**config.mk**
```make
export PLATFORM = sky130hd
export DESIGN_NAME = lru_page_replacement_top_flat
export DESIGN_NICKNAME = d
export VERILOG_FILES = /design/src/hdl/lrupr_pkg.sv /design/src/hdl/lrupr_if.sv /design/src/hdl/lrupr_cell.sv /design/src/hdl/lru_page_replacement_top.sv /design/src/flat_wrapper.sv
export SDC_FILE = /design/constraint.sdc
export NUM_CORES = 1
export LEC_CHECK = 0
export BUFFER_PORTS_ARGS = -buffer_cell sky130_fd_sc_hd__buf_4
export CORE_UTILIZATION = 38
export CTS_CLUSTER_DIAMETER = 40
export DETAILED_ROUTE_END_ITERATION = 6
export PLACE_DENSITY_LB_ADDON = 0.3
export SYNTH_ARGS = -nofsm -noshare
export SYNTH_HDL_FRONTEND = slang
export SYNTH_HIERARCHICAL = 1
export SYNTH_SLANG_ARGS = --single-unit
```
**constraint.sdc**
```tcl
create_clock -name clk -period 19.24 [get_ports clk]
set_input_delay 2.886 -clock clk [delete_from_list [all_inputs] [get_ports clk]]
set_output_delay 2.886 -clock clk [all_outputs]
set_load 0.05 [all_outputs]
```
**src/hdl/lrupr_pkg.sv**
```systemverilog
// ----------------------------------------------------------------------------
// lrupr_pkg
// Sizes, types and helpers shared by the LRU page replacement block.
// ----------------------------------------------------------------------------
package lrupr_pkg;

  localparam int NUM_FRAMES = 8;
  localparam int PAGE_BITS  = 16;

  localparam int SLOT_W = (NUM_FRAMES > 1) ? $clog2(NUM_FRAMES) : 1;
  localparam int CNT_W  = $clog2(NUM_FRAMES + 1);

  typedef logic [SLOT_W-1:0]    slot_t;
  typedef logic [SLOT_W-1:0]    rank_t;
  typedef logic [PAGE_BITS-1:0] page_t;
  typedef logic [CNT_W-1:0]     count_t;

  localparam rank_t RANK_MAX = rank_t'(NUM_FRAMES - 1);

  // running search result handed from cell to cell
  typedef struct packed {
    slot_t idx;
    logic  hit;
    slot_t hit_slot;
    rank_t hit_rank;
    logic  empty;
    slot_t empty_slot;
    logic  have_best;
    rank_t best_rank;
    slot_t best_slot;
    page_t best_page;
  } search_t;

  // lookup key and update command broadcast to every cell
  typedef struct packed {
    page_t  page;
    count_t count;
    logic   en;
    logic   hit;
    slot_t  slot;
    rank_t  limit;
    logic   clear;
  } cmd_t;

  function automatic count_t active_count(logic [3:0] cfg);
    count_t c;
    if (cfg == 4'd0) begin
      c = count_t'(1);
    end else if (int'(cfg) > NUM_FRAMES) begin
      c = count_t'(NUM_FRAMES);
    end else begin
      c = count_t'(cfg);
    end
    return c;
  endfunction

endpackage

```
**src/hdl/lrupr_if.sv**
```systemverilog
// ----------------------------------------------------------------------------
// LRU page replacement channels
// Request, response and configuration write channels (valid/ready).
// ----------------------------------------------------------------------------
interface lrupr_req_if;
  logic        valid;
  logic        ready;
  logic [15:0] page_number;
  logic        last_reference;

  modport source (output valid, page_number, last_reference, input ready);
  modport sink   (input valid, page_number, last_reference, output ready);
endinterface

interface lrupr_rsp_if;
  logic        valid;
  logic        ready;
  logic        is_fault;
  logic [2:0]  frame_slot;
  logic        evicted_valid;
  logic [15:0] evicted_page;
  logic [15:0] fault_total;
  logic        trace_end;

  modport source (output valid, is_fault, frame_slot, evicted_valid, evicted_page,
                  fault_total, trace_end, input ready);
  modport sink   (input valid, is_fault, frame_slot, evicted_valid, evicted_page,
                  fault_total, trace_end, output ready);
  modport mon    (input valid, ready, is_fault, frame_slot, evicted_valid, evicted_page,
                  fault_total, trace_end);
endinterface

interface lrupr_cfg_if;
  logic       valid;
  logic       ready;
  logic [3:0] data;

  modport source (output valid, data, input ready);
  modport sink   (input valid, data, output ready);
endinterface

```
**src/hdl/lrupr_cell.sv**
```systemverilog
// ----------------------------------------------------------------------------
// lrupr_cell
// One page frame: page, valid and recency rank, plus its link of the search
// chain (first hit, first empty frame, oldest frame so far).
// ----------------------------------------------------------------------------
module lrupr_cell (
  input  logic              clk,
  input  logic              rst,
  input  lrupr_pkg::cmd_t    cmd,
  input  lrupr_pkg::search_t prev,
  output lrupr_pkg::search_t next
);
  import lrupr_pkg::*;

  page_t page;
  logic  valid;
  rank_t rank;

  logic active;
  logic match;
  logic sel;
  logic age;

  assign active = count_t'(prev.idx) < cmd.count;
  assign match  = active && valid && (page == cmd.page);
  assign sel    = (prev.idx == cmd.slot);
  // hit ages only frames newer than the hit frame; a fault ages all other valid frames
  assign age    = active && valid && !sel && (rank < RANK_MAX) &&
                  (!cmd.hit || (rank < cmd.limit));

  always_comb begin
    next     = prev;
    next.idx = prev.idx + slot_t'(1);
    if (match && !prev.hit) begin
      next.hit      = 1'b1;
      next.hit_slot = prev.idx;
      next.hit_rank = rank;
    end
    if (active && !valid && !prev.empty) begin
      next.empty      = 1'b1;
      next.empty_slot = prev.idx;
    end
    // strictly greater keeps ties on the lower frame
    if (active && (!prev.have_best || (rank > prev.best_rank))) begin
      next.have_best = 1'b1;
      next.best_rank = rank;
      next.best_slot = prev.idx;
      next.best_page = page;
    end
  end

  always_ff @(posedge clk) begin
    if (rst) begin
      valid <= 1'b0;
      rank  <= '0;
    end else if (cmd.en) begin
      if (cmd.clear) begin
        valid <= 1'b0;
        rank  <= '0;
      end else if (sel) begin
        valid <= 1'b1;
        rank  <= '0;
      end else if (age) begin
        rank <= rank + rank_t'(1);
      end
    end
  end

  always_ff @(posedge clk) begin
    if (cmd.en && sel) begin
      page <= cmd.page;
    end
  end

endmodule

```
**src/hdl/lru_page_replacement_top.sv**
```systemverilog
// Flow: a request is taken into the holding stage, and its result is registered into
// the response register once that register is free or being drained.
// Throughput: one reference per cycle while the response side keeps up; the
// search through the row of frame cells is combinational.
// Reset: all frames empty, ranks and fault count zero, frames_in_use = 8.
// No clearing pass; frame pages are written before they are ever read.
// ----------------------------------------------------------------------------
// lru_page_replacement_top
// LRU page frame set: holding stage, chain of frame cells, response register.
// ----------------------------------------------------------------------------
module lru_page_replacement_top (
  input logic         clk,
  input logic         rst,
  lrupr_req_if.sink   req,
  lrupr_rsp_if.source rsp,
  lrupr_cfg_if.sink   cfg
);
  import lrupr_pkg::*;

  logic [3:0]  frames_in_use;
  logic        req_full;
  page_t       req_page;
  logic        req_last;
  logic [15:0] fault_counter;
  logic [15:0] fault_counter_next;

  logic    step;
  logic    is_fault;
  logic    evict;
  slot_t   slot;
  cmd_t    cmd;
  search_t chain [NUM_FRAMES+1];
  search_t res;

  assign cfg.ready = 1'b1;

  always_ff @(posedge clk) begin
    if (rst) begin
      frames_in_use <= 4'd8;
    end else if (cfg.valid) begin
      frames_in_use <= cfg.data;
    end
  end

  // update happens when the response register is free or being drained
  assign step      = req_full && (!rsp.valid || rsp.ready);
  assign req.ready = !req_full || step;

  always_ff @(posedge clk) begin
    if (rst) begin
      req_full <= 1'b0;
    end else if (req.ready) begin
      req_full <= req.valid;
    end
  end

  always_ff @(posedge clk) begin
    if (req.valid && req.ready) begin
      req_page <= page_t'(req.page_number);
      req_last <= req.last_reference;
    end
  end

  assign chain[0] = '0;

  for (genvar g = 0; g < NUM_FRAMES; g++) begin : g_cell
    lrupr_cell u_cell (
      .clk  (clk),
      .rst  (rst),
      .cmd  (cmd),
      .prev (chain[g]),
      .next (chain[g+1])
    );
  end

  assign res      = chain[NUM_FRAMES];
  assign is_fault = !res.hit;
  assign evict    = !res.hit && !res.empty;

  always_comb begin
    if (res.hit) begin
      slot = res.hit_slot;
    end else if (res.empty) begin
      slot = res.empty_slot;
    end else begin
      slot = res.best_slot;
    end
  end

  always_comb begin
    cmd       = '0;
    cmd.page  = req_page;
    cmd.count = active_count(frames_in_use);
    cmd.en    = step;
    cmd.hit   = res.hit;
    cmd.slot  = slot;
    cmd.limit = res.hit_rank;
    cmd.clear = req_last;
  end

  always_comb begin
    fault_counter_next = fault_counter;
    if (is_fault && (fault_counter != 16'hFFFF)) begin
      fault_counter_next = fault_counter + 16'd1;
    end
  end

  always_ff @(posedge clk) begin
    if (rst) begin
      fault_counter <= '0;
    end else if (step) begin
      fault_counter <= req_last ? 16'd0 : fault_counter_next;
    end
  end

  always_ff @(posedge clk) begin
    if (rst) begin
      rsp.valid <= 1'b0;
    end else if (step) begin
      rsp.valid <= 1'b1;
    end else if (rsp.ready) begin
      rsp.valid <= 1'b0;
    end
  end

  always_ff @(posedge clk) begin
    if (step) begin
      rsp.is_fault      <= is_fault;
      rsp.frame_slot    <= 3'(slot);
      rsp.evicted_valid <= evict;
      rsp.evicted_page  <= evict ? 16'(res.best_page) : 16'd0;
      rsp.fault_total   <= fault_counter_next;
      rsp.trace_end     <= req_last;
    end
  end

endmodule

```
**src/flat_wrapper.sv**
```systemverilog
// flat-port wrapper written by rule: the top's interface ports become plain ports
module lru_page_replacement_top_flat import lrupr_pkg::*;
  (clk, rst, req_valid, req_page_number, req_last_reference, req_ready, rsp_valid, rsp_is_fault, rsp_frame_slot, rsp_evicted_valid, rsp_evicted_page, rsp_fault_total, rsp_trace_end, rsp_ready, cfg_valid, cfg_data, cfg_ready);
  lrupr_req_if req_i ();
  lrupr_rsp_if rsp_i ();
  lrupr_cfg_if cfg_i ();
  input logic clk;
  input logic rst;
  input wire logic [$bits(req_i.valid)-1:0] req_valid;
  input wire logic [$bits(req_i.page_number)-1:0] req_page_number;
  input wire logic [$bits(req_i.last_reference)-1:0] req_last_reference;
  output wire logic [$bits(req_i.ready)-1:0] req_ready;
  output wire logic [$bits(rsp_i.valid)-1:0] rsp_valid;
  output wire logic [$bits(rsp_i.is_fault)-1:0] rsp_is_fault;
  output wire logic [$bits(rsp_i.frame_slot)-1:0] rsp_frame_slot;
  output wire logic [$bits(rsp_i.evicted_valid)-1:0] rsp_evicted_valid;
  output wire logic [$bits(rsp_i.evicted_page)-1:0] rsp_evicted_page;
  output wire logic [$bits(rsp_i.fault_total)-1:0] rsp_fault_total;
  output wire logic [$bits(rsp_i.trace_end)-1:0] rsp_trace_end;
  input wire logic [$bits(rsp_i.ready)-1:0] rsp_ready;
  input wire logic [$bits(cfg_i.valid)-1:0] cfg_valid;
  input wire logic [$bits(cfg_i.data)-1:0] cfg_data;
  output wire logic [$bits(cfg_i.ready)-1:0] cfg_ready;
  assign req_i.valid = req_valid;
  assign req_i.page_number = req_page_number;
  assign req_i.last_reference = req_last_reference;
  assign req_ready = req_i.ready;
  assign rsp_valid = rsp_i.valid;
  assign rsp_is_fault = rsp_i.is_fault;
  assign rsp_frame_slot = rsp_i.frame_slot;
  assign rsp_evicted_valid = rsp_i.evicted_valid;
  assign rsp_evicted_page = rsp_i.evicted_page;
  assign rsp_fault_total = rsp_i.fault_total;
  assign rsp_trace_end = rsp_i.trace_end;
  assign rsp_i.ready = rsp_ready;
  assign cfg_i.valid = cfg_valid;
  assign cfg_i.data = cfg_data;
  assign cfg_ready = cfg_i.ready;
  lru_page_replacement_top u_core (.clk(clk), .rst(rst), .req(req_i), .rsp(rsp_i), .cfg(cfg_i));
endmodule
```
==> results of run 1 <==
==> metrics by stage <==
stage | std cells | total power [µW] | setup slack (ps) | utilization (%) | area (µm²)
6_report | 2109 | 1779 | 1591 | 45.47 | 18650
5_1_grt | 2109 | 1861 | 59.27 | 45.47 | 18650
4_1_cts | 2109 | 1781 | 1183 | 45.45 | 18640
3_5_place_dp | 2030 | 1044 | 1273 | 42.02 | 17240
3_3_place_gp | 2030 | 1034 | 2140 | 42.02 | 17240
2_1_floorplan | 1435 | 959.6 | 5040 | - | 16080
==> path summary, 6_finish.rpt <==
kind	startpoint	end	slack, ps	depth (start not counted)
worst max register to register	u_core/frames_in_use[3]	u_core/g_cell[2].u_cell/rank[0]	1590	63
worst max-delay path	u_core/frames_in_use[3]	u_core/g_cell[2].u_cell/rank[0]	1590	63
worst min register to register	u_core/frames_in_use[0]	u_core/frames_in_use[0]	500	2
worst min-delay path	u_core/frames_in_use[0]	u_core/frames_in_use[0]	500	2
==> worst min-delay path, stage by stage (launching register included) <==
cell and delay (ps):
dfxtp_1 320, mux2i_1 70, nor2_1 80
==> sequential cells by signal, summed over array words and instances, names as in the netlist <==
name / cells
u_core/req_last: 1
u_core/fault_counter: 16
u_core/rsp.fault_total: 16
u_core/rsp.is_fault: 1
u_core/g_cell.u_cell/valid: 8
u_core/rsp.trace_end: 1
u_core/rsp.frame_slot: 3
u_core/g_cell.u_cell/rank: 24
u_core/rsp.valid: 1
u_core/g_cell.u_cell/page: 128
u_core/frames_in_use: 4
u_core/req_full: 1
u_core/rsp.evicted_valid: 1
u_core/req_page: 16
u_core/rsp.evicted_page: 16
==> power by group <==
group / internal [µW] / total (µW) / leakage (µW) / switching (µW)
clock: 463 / 728 / 0.000664 / 265
combinational: 220 / 462 / 0.00424 / 242
sequential: 576 / 589 / 0.00213 / 12.9
total: 1260 / 1780 / 0.00703 / 519
==> area by class of cell <==
cell class,instances,area [µm²],share of cell area [%]
clock buffer,53,1135,6.085
multi-input combinational,1072,8924,47.85
inverter,91,342.8,1.838
tap,532,665.6,3.569
clock inverter,26,271.5,1.456
timing repair buffer,98,735.7,3.945
sequential,237,6576,35.26
==> layer usage <==
layer,global-route usage (%),part of all wire (%)
met2,28.52,46
met4,5.725,2.4
met1,24.46,47
met5,0,0
met3,3.611,4.5
==> flow_metrics.py, run 1 <==
metrics = {
    "final_layout": {
        "final_cell_mix": "mux2_2 (238), edfxtp_1 (183), xor2_1 (167)",
        "syn_to_final_growth_pct": 17.55,
        "fillers": 3699,
        "layout-drive-gt1-share_pct": 28.92,
        "nets": 1642,
        "diodes": 0,
        "layout_commonest_cell": "mux2_2",
    },
    "power_and_ir_drop": {
        "power_density_nw_per_um2": 95.40,
        "power_leakage_uw": 0.007033,
        "ir_worst_vdd_mv": 0.06143,
    },
    "detailed_routing": {
        "num_vias": 10935,
        "wl_per_cell_um": 17.57,
        "viasPerCell": 5.185,
        "routed_wl_mm": 37.05,
        "drc": 4,
        "dr.first_iter.drc_count": 496,
        "drtAntennaViolNets": 0,
        "drtPass1Iterations": 7,
    },
    "timing": {
        "drv_slew": 0,
        "final-setup-viol-count": 0,
        "rsz0062_at_grt": "no",
        "hold_viol_final": 0,
        "relSlewSlack_pct": 16.85,
        "fmax_mhz": 56.66,
        "tns_ps": 0,
        "worst_clock_skew_ps": 26.44,
        "finalCritPeriodShare_pct": 91.73,
        "tightest_slew_ps": 1239,
        "min_period_ps": 17650,
        "holdWs_ps": 501.3,
    },
    "global_routing": {
        "grt_pass1_wl_mm": 59.97,
        "grt_max_degree": 52,
        "grtUsageTotal_pct": 17.98,
        "grt_pass1_vias": 11086,
        "antenna_found_initial": 0,
        "globalRoute.totalOverflow": 0,
    },
    "clocking": {
        "ctsResizeCount": 0,
        "cts.root.buffer_cell": "clkbuf_16",
        "ctsLongestPathBuffers": 3,
        "post_cts_buffers": 0,
        "cts_buffers": 44,
        "clk_latency_ps": 560,
        "hold_buffers": 0,
        "cts_tree": "done",
        "clock-sinks": 237,
        "h-tree-depth": 2,
        "clk_pin_slew_ps": 40,
    },
    "setup_path": {
        "criticalPathCategory": "reg2reg",
        "path_buf_inv": 9,
        "slowest_stage": "o21ai_1",
        "critical-path-max-stage-delay_ps": 960,
        "critical_path.max_fanout": 22,
        "worstPathRequired_ps": 19630,
        "startpoint_type": "flip-flop",
        "cpLargestDelayFamily": "compound AO/OA/AOI/OAI gates",
        "crit_path_end_kind": "flip-flop",
        "cp.arrival_ps": 18040,
    },
    "floorplanning": {
        "die_x_um": 206.3,
        "start_util_pct": 38.68,
        "die_h_um": 206.3,
        "row_count": 74,
        "ios": 67,
        "core_um2": 41020,
        "fp.dieArea_um2": 42570,
    },
    "place": {
        "numPortBuffers": 65,
        "hpwl_mm": 27.60,
        "gp_congestion": 0.8278,
    },
    "outcome": {
        "outcome": "complete, but fails checks",
        "violations": "design-rule violations",
    },
    "flow_run": {
        "maxCapViolCount": 0,
    },
    "min_path": {
        "hold_path.class": "reg2reg",
    },
    "yosys": {
        "synth_cells": 1378,
        "syn_area_um2": 15870,
        "ys_warn_count": 6,
        "syn_area_per_cell_um2": 11.51,
    },
}
(Power assumes the default switching activity.)
==> run 2: changes to the inputs <==
- CELL_PAD_IN_SITES_DETAIL_PLACEMENT: not set -> 1
- CELL_PAD_IN_SITES_GLOBAL_PLACEMENT: not set -> 2
- CORE_UTILIZATION: 38 -> 43
- REMOVE_ABC_BUFFERS: not set -> 1
==> run 2 against run 1 <==
Critical path depth did not move. Final cell count fell by 3.5%. Setup slack better by 45 ps. First-iteration DRC count is 13% lower. Largest power group unchanged. Die area decreased by 12%. The run now ends clean. Clock power down 1%. Sequential share of layout area is 0.21 points higher. Non-clock buffer count unchanged. Largest cell class unchanged. Combinational power grew 3%. Design area fell by 0.59%.
==> flow_metrics.py, run 2 (synthesis gave the netlist of run 1 again) <==
metrics = {
    "place": {
        "hpwl_mm": 31.73,
        "gp_congestion": 0.8072,
        "dp_worst_setup_slack_ps": 1031,
        "place_area_um2": 17150,
        "place_inst": 1959,
        "numPortBuffers": 65,
    },
    "power_and_ir_drop": {
        "switchingPower_uw": 534.8,
        "power_density_nw_per_um2": 96.12,
        "p_clk_share_pct": 40.4,
        "intPower_uw": 1247,
        "ir_worst_vdd_mv": 0.07894,
        "p_sw_share_pct": 30.01,
        "power_leakage_uw": 0.007037,
        "seqPwrFrac_pct": 33.1,
        "comb_power_share_pct": 26.6,
    },
    "detailed_routing": {
        "num_vias": 11231,
        "viasPerCell": 5.516,
        "drtPass1Iterations": 4,
        "routed_wl_mm": 42.91,
        "drc": 0,
        "drtAntennaViolNets": 0,
        "dr.first_iter.drc_count": 433,
        "wl_per_cell_um": 21.07,
    },
    "clocking": {
        "cts_buffers": 41,
        "hold_buffers": 0,
        "clk_pin_slew_ps": 50,
        "clock-sinks": 237,
        "ctsLongestPathBuffers": 3,
        "cts_tree": "done",
        "h-tree-depth": 2,
        "clk_latency_ps": 560,
        "cts.root.buffer_cell": "clkbuf_16",
    },
    "setup_path": {
        "critical_path.max_fanout": 22,
        "slowest_stage": "a21oi_2",
        "critical-path-max-stage-delay_ps": 870,
        "regToRegSetupSlack_ps": 1640,
        "worstPathRequired_ps": 19610,
        "startpoint_type": "flip-flop",
        "criticalPathCategory": "reg2reg",
        "crit_path_end_kind": "flip-flop",
        "cp.arrival_ps": 17970,
    },
    "timing": {
        "fmax_mhz": 56.81,
        "min_period_ps": 17600,
        "holdWs_ps": 500.4,
        "hold_viol_final": 0,
        "fin_ws_ps": 1636,
        "worst_clock_skew_ps": 23.04,
        "finalCritPeriodShare_pct": 91.50,
        "drv_slew": 0,
        "rsz0062_at_grt": "no",
        "tightest_slew_ps": 1158,
        "final-setup-viol-count": 0,
        "relSlewSlack_pct": 22.81,
        "tns_ps": 0,
    },
    "global_routing": {
        "met1_usage_pct": 29.28,
        "antenna_found_initial": 0,
        "grt_pass1_vias": 12290,
        "globalRoute.totalOverflow": 0,
        "grt_pass1_wl_mm": 68.90,
        "grt_use_met3_pct": 2.818,
        "grt_max_degree": 88,
        "gr-usage-met2_pct": 41.18,
        "grtUsageTotal_pct": 23.29,
        "grt-busiest-layer": "met2",
    },
    "min_path": {
        "hold_path.class": "reg2reg",
    },
    "final_layout": {
        "design_area_um2": 18540,
        "nets": 1639,
        "post_layout_nonfiller_instances": 2036,
        "layout_commonest_cell": "mux2_2",
        "top_register": "u_core/g_cell.u_cell/page",
        "layout-drive-gt1-share_pct": 29.22,
        "syn_to_final_growth_pct": 16.85,
        "fillers": 3829,
        "largest_reg_flops": 128,
        "regArea_um2": 6576,
        "multi_input_area_um2": 8935,
        "largest_registers": "u_core/g_cell.u_cell/page (128), u_core/g_cell.u_cell/rank (24)",
        "final_cell_mix": "mux2_2 (238), edfxtp_1 (183), xor2_1 (167)",
    },
    "floorplanning": {
        "fp.dieArea_um2": 37670,
        "core_um2": 35910,
        "die_x_um": 194.1,
        "ios": 67,
        "start_util_pct": 44.18,
        "row_count": 69,
        "die_h_um": 194.1,
    },
    "flow_run": {
        "maxCapViolCount": 0,
    },
    "outcome": {
        "outcome": "completed",
    },
}
-- run 2: cell count changes in the layout (fill, tap and decap cells not counted), sizes merged --
cell      change
diode         +1
bufinv        +1
clkinvlp      -3
clkbuf       -11
inv           +4
clkinv        +6
-- run 2: critical path, delay by kind of cell, from the launching register on --
kind	cells	cell delay, ps
simple gates	10	1940
xor+xnor	1	240
mux	9	2830
buf+inv	9	760
compound gates	26	8870
flops	1	540
fa+ha+maj	8	2160
-- run 2: final cells by class --
cell class | instances | share of cell area (%)
Clock buffer | 42 | 5.554
Multi-Input combinational cell | 1072 | 48.19
Sequential cell | 237 | 35.47
Inverter | 91 | 1.849
Clock inverter | 34 | 1.842
Tap cell | 461 | 3.111
Antenna cell | 1 | 0.01350
Timing Repair Buffer | 98 | 3.968
-- run 2: stage by stage --
step | total power (µW) | utilization, %
final | 1782 | 51.62
after CTS | 1786 | 51.57
after global placement | 1035 | 47.76
after detailed placement | 1054 | 47.76
after floorplan | 938.0 | -
after global routing | 1860 | 51.62
-- run 2: path summary, 6_finish.rpt --
path / start / cells past startpoint / to
max: u_core/frames_in_use[3] / 63 / u_core/g_cell[5].u_cell/rank[0]
min: u_core/frames_in_use[0] / 2 / u_core/frames_in_use[0]
min reg2reg: u_core/frames_in_use[0] / 2 / u_core/frames_in_use[0]
max reg2reg: u_core/frames_in_use[3] / 63 / u_core/g_cell[5].u_cell/rank[0]
-- run 2: timing repair --
| action | in CTS | in global routing |
|---|---|---|
| setup endpoints to repair | 0 | 143 |
| setup buffers | 0 | 0 |
| resized for setup | 0 | 2 |
-- run 2: power groups by stage --
stage | sequential [µW] | clock [µW] | combinational, µW
after floorplan | 615 | 0 | 323
after global routing | 591 | 753 | 516
after detailed placement | 599 | 0 | 455
final | 589 | 719 | 474
after CTS | 589 | 737 | 459
after global placement | 597 | 0 | 438
-- run 2: layer usage --
layer,wire [µm],part of all wire (%)
met1,18960,44
met2,21470,50
met3,1420,3.3
met4,1055,2.5
met5,0,0
==> run 3: changes to the inputs <==
- ABC_AREA: not set -> 1
- CORE_UTILIZATION: 43 -> 39
==> run 3 against run 2 <==
Design area is 5.8% higher. Setup slack better by 4000 ps. Via count is 21% higher. Routed wire length is 14% higher. Utilization is 5.1 points lower. Register-to-register slack better by 4000 ps. Critical path type unchanged. Flip-flop and latch count stayed put. Clock skew is 19 ps higher. First-iteration DRC count is 37% higher. Count of clock-buffer cells in the layout is 16 higher. Hold slack worse by 17 ps. Sequential share of layout area is 1.9 points lower.
==> flow_metrics.py, run 3 <==
metrics = {
    "outcome": {
        "outcome": "completed",
    },
    "power_and_ir_drop": {
        "seqPwrFrac_pct": 18.4,
        "intPower_uw": 1993,
        "comb_power_share_pct": 56.2,
        "switchingPower_uw": 1283,
        "power_density_nw_per_um2": 167.0,
        "p_sw_share_pct": 39.17,
        "power.total_uw": 3276,
        "ir_worst_vdd_mv": 0.1132,
        "power_leakage_uw": 0.008770,
        "p_clk_share_pct": 25.5,
    },
    "setup_path": {
        "slowest_stage": "a21oi_1",
        "cp.arrival_ps": 14050,
        "startpoint_type": "flip-flop",
        "criticalPathCategory": "reg2reg",
        "worstPathRequired_ps": 19680,
        "critical_path.max_fanout": 31,
        "worst_r2r_path_depth": 81,
        "critical-path-max-stage-delay_ps": 920,
        "crit_path_end_kind": "flip-flop",
        "crit_top_cell": "nand2_1",
    },
    "yosys": {
        "syn_area_um2": 16750,
        "synth_cells": 1941,
        "syn_area_per_cell_um2": 8.628,
        "ys_warn_count": 6,
    },
    "floorplanning": {
        "start_util_pct": 39.74,
        "core_um2": 42130,
        "row_count": 75,
        "die_x_um": 209.2,
        "ios": 67,
        "die_h_um": 209.2,
        "fp.dieArea_um2": 43770,
    },
    "final_layout": {
        "diodes": 0,
        "fillers": 5002,
        "top_register": "u_core/g_cell.u_cell/page",
        "final_cell_mix": "nand2_1 (421), inv_1 (238), edfxtp_1 (183)",
        "nets": 2189,
        "largest_reg_flops": 128,
        "layout_commonest_cell": "nand2_1",
        "layout-drive-gt1-share_pct": 18.01,
        "design_area_um2": 19620,
        "largest_registers": "u_core/g_cell.u_cell/page (128), u_core/g_cell.u_cell/rank (24)",
        "syn_to_final_growth_pct": 17.15,
    },
    "detailed_routing": {
        "dr.first_iter.drc_count": 593,
        "drc": 0,
        "drtAntennaViolNets": 0,
        "num_vias": 13561,
        "viasPerCell": 5.087,
        "wl_per_cell_um": 18.41,
        "drtPass1Iterations": 4,
        "routed_wl_mm": 49.07,
    },
    "clocking": {
        "ctsResizeCount": 0,
        "clk_latency_ps": 590,
        "clk_pin_slew_ps": 40,
        "cts_buffers": 47,
        "cts_tree": "done",
        "hold_buffers": 0,
        "clock-sinks": 237,
        "post_cts_buffers": 0,
        "cts.root.buffer_cell": "clkbuf_16",
        "ctsLongestPathBuffers": 3,
        "h-tree-depth": 2,
    },
    "timing": {
        "min_period_ps": 13610,
        "hold_viol_final": 0,
        "drv_slew": 0,
        "final-setup-viol-count": 0,
        "worst_clock_skew_ps": 42.11,
        "tightest_slew_ps": 1184,
        "rsz0062_at_grt": "no",
        "tns_ps": 0,
        "relSlewSlack_pct": 21.10,
        "finalCritPeriodShare_pct": 70.75,
        "fmax_mhz": 73.47,
    },
    "global_routing": {
        "globalRoute.totalOverflow": 0,
        "antenna_found_initial": 0,
        "grtUsageTotal_pct": 22.84,
        "grt_pass1_wl_mm": 78.17,
        "grt_pass1_vias": 14542,
        "grt_max_degree": 77,
    },
    "place": {
        "gp_congestion": 0.8163,
        "place_area_um2": 18000,
        "hpwl_mm": 35.58,
        "numPortBuffers": 65,
    },
    "min_path": {
        "hold_path.class": "reg2reg",
        "holdPathStages": 2,
    },
    "flow_run": {
        "maxCapViolCount": 0,
    },
}
run 3: routing by layer:
| layer | GRT usage [%] | wire length [µm] | part of all wire (%) | vias to the layer above |
|---|---|---|---|---|
| met5 | 0 | 0 | 0 | - |
| met4 | 7.556 | 1232 | 2.5 | 0 |
| met3 | 2.765 | 1401 | 2.9 | 81 |
| met2 | 40.53 | 24390 | 50 | 177 |
| met1 | 28.60 | 22050 | 45 | 6606 |
| li1 | - | - | - | 6697 |
run 3: final timing paths:
| check | endpoint | slack, ps | start |
|---|---|---|---|
| setup / recovery | u_core/g_cell[4].u_cell/rank[1] | 5630 | u_core/frames_in_use[3] |
| hold / removal | u_core/frames_in_use[2] | 480 | u_core/frames_in_use[2] |
| setup reg to reg | u_core/g_cell[4].u_cell/rank[1] | 5630 | u_core/frames_in_use[3] |
| hold reg to reg | u_core/frames_in_use[2] | 480 | u_core/frames_in_use[2] |
run 3: stage by stage:
| step | setup WS [ps] | hold WS [ps] | utilization, % | cells |
|---|---|---|---|---|
| final | 5629 | 483.1 | 46.56 | 2666 |
| after global routing | 3979 | 524.8 | 46.56 | 2666 |
| after CTS | 5518 | 484.7 | 46.56 | 2666 |
| after detailed placement | 5586 | 479.8 | 42.72 | 2581 |
| after global placement | 6129 | 479.2 | 42.72 | 2581 |
| after floorplan | 7486 | 453.5 | - | 1949 |
run 3: critical path, delay by kind of cell (launching register included):
family                   cells  cell delay (ps)
adder cells (fa/ha/maj)      8             2580
flip-flops                   1              510
AND/OR/NAND/NOR             39             5370
XOR/XNOR                     1              200
AO/OA/AOI/OAI               23             3980
buffers and inverters       10              790
run 3: final cells by class:
cell class                      instances  area [µm²]  area share [%]
Multi-Input combinational cell       1455        9064           46.20
Sequential cell                       237        6576           33.52
Clock buffer                           58        1249           6.365
Inverter                              257       987.2           5.032
Timing Repair Buffer                   93       698.2           3.559
Tap cell                              539       674.4           3.438
Clock inverter                         27       369.1           1.881
run 3: power groups by stage:
| stage | sequential [µW] | clock, µW | combinational [µW] |
|---|---|---|---|
| 6_report | 601 | 834 | 1840 |
| 5_1_grt | 603 | 870 | 2040 |
| 3_5_place_dp | 610 | 0 | 1800 |
| 4_1_cts | 601 | 851 | 1840 |
| 3_3_place_gp | 608 | 0 | 1760 |
| 2_1_floorplan | 619 | 0 | 1440 |
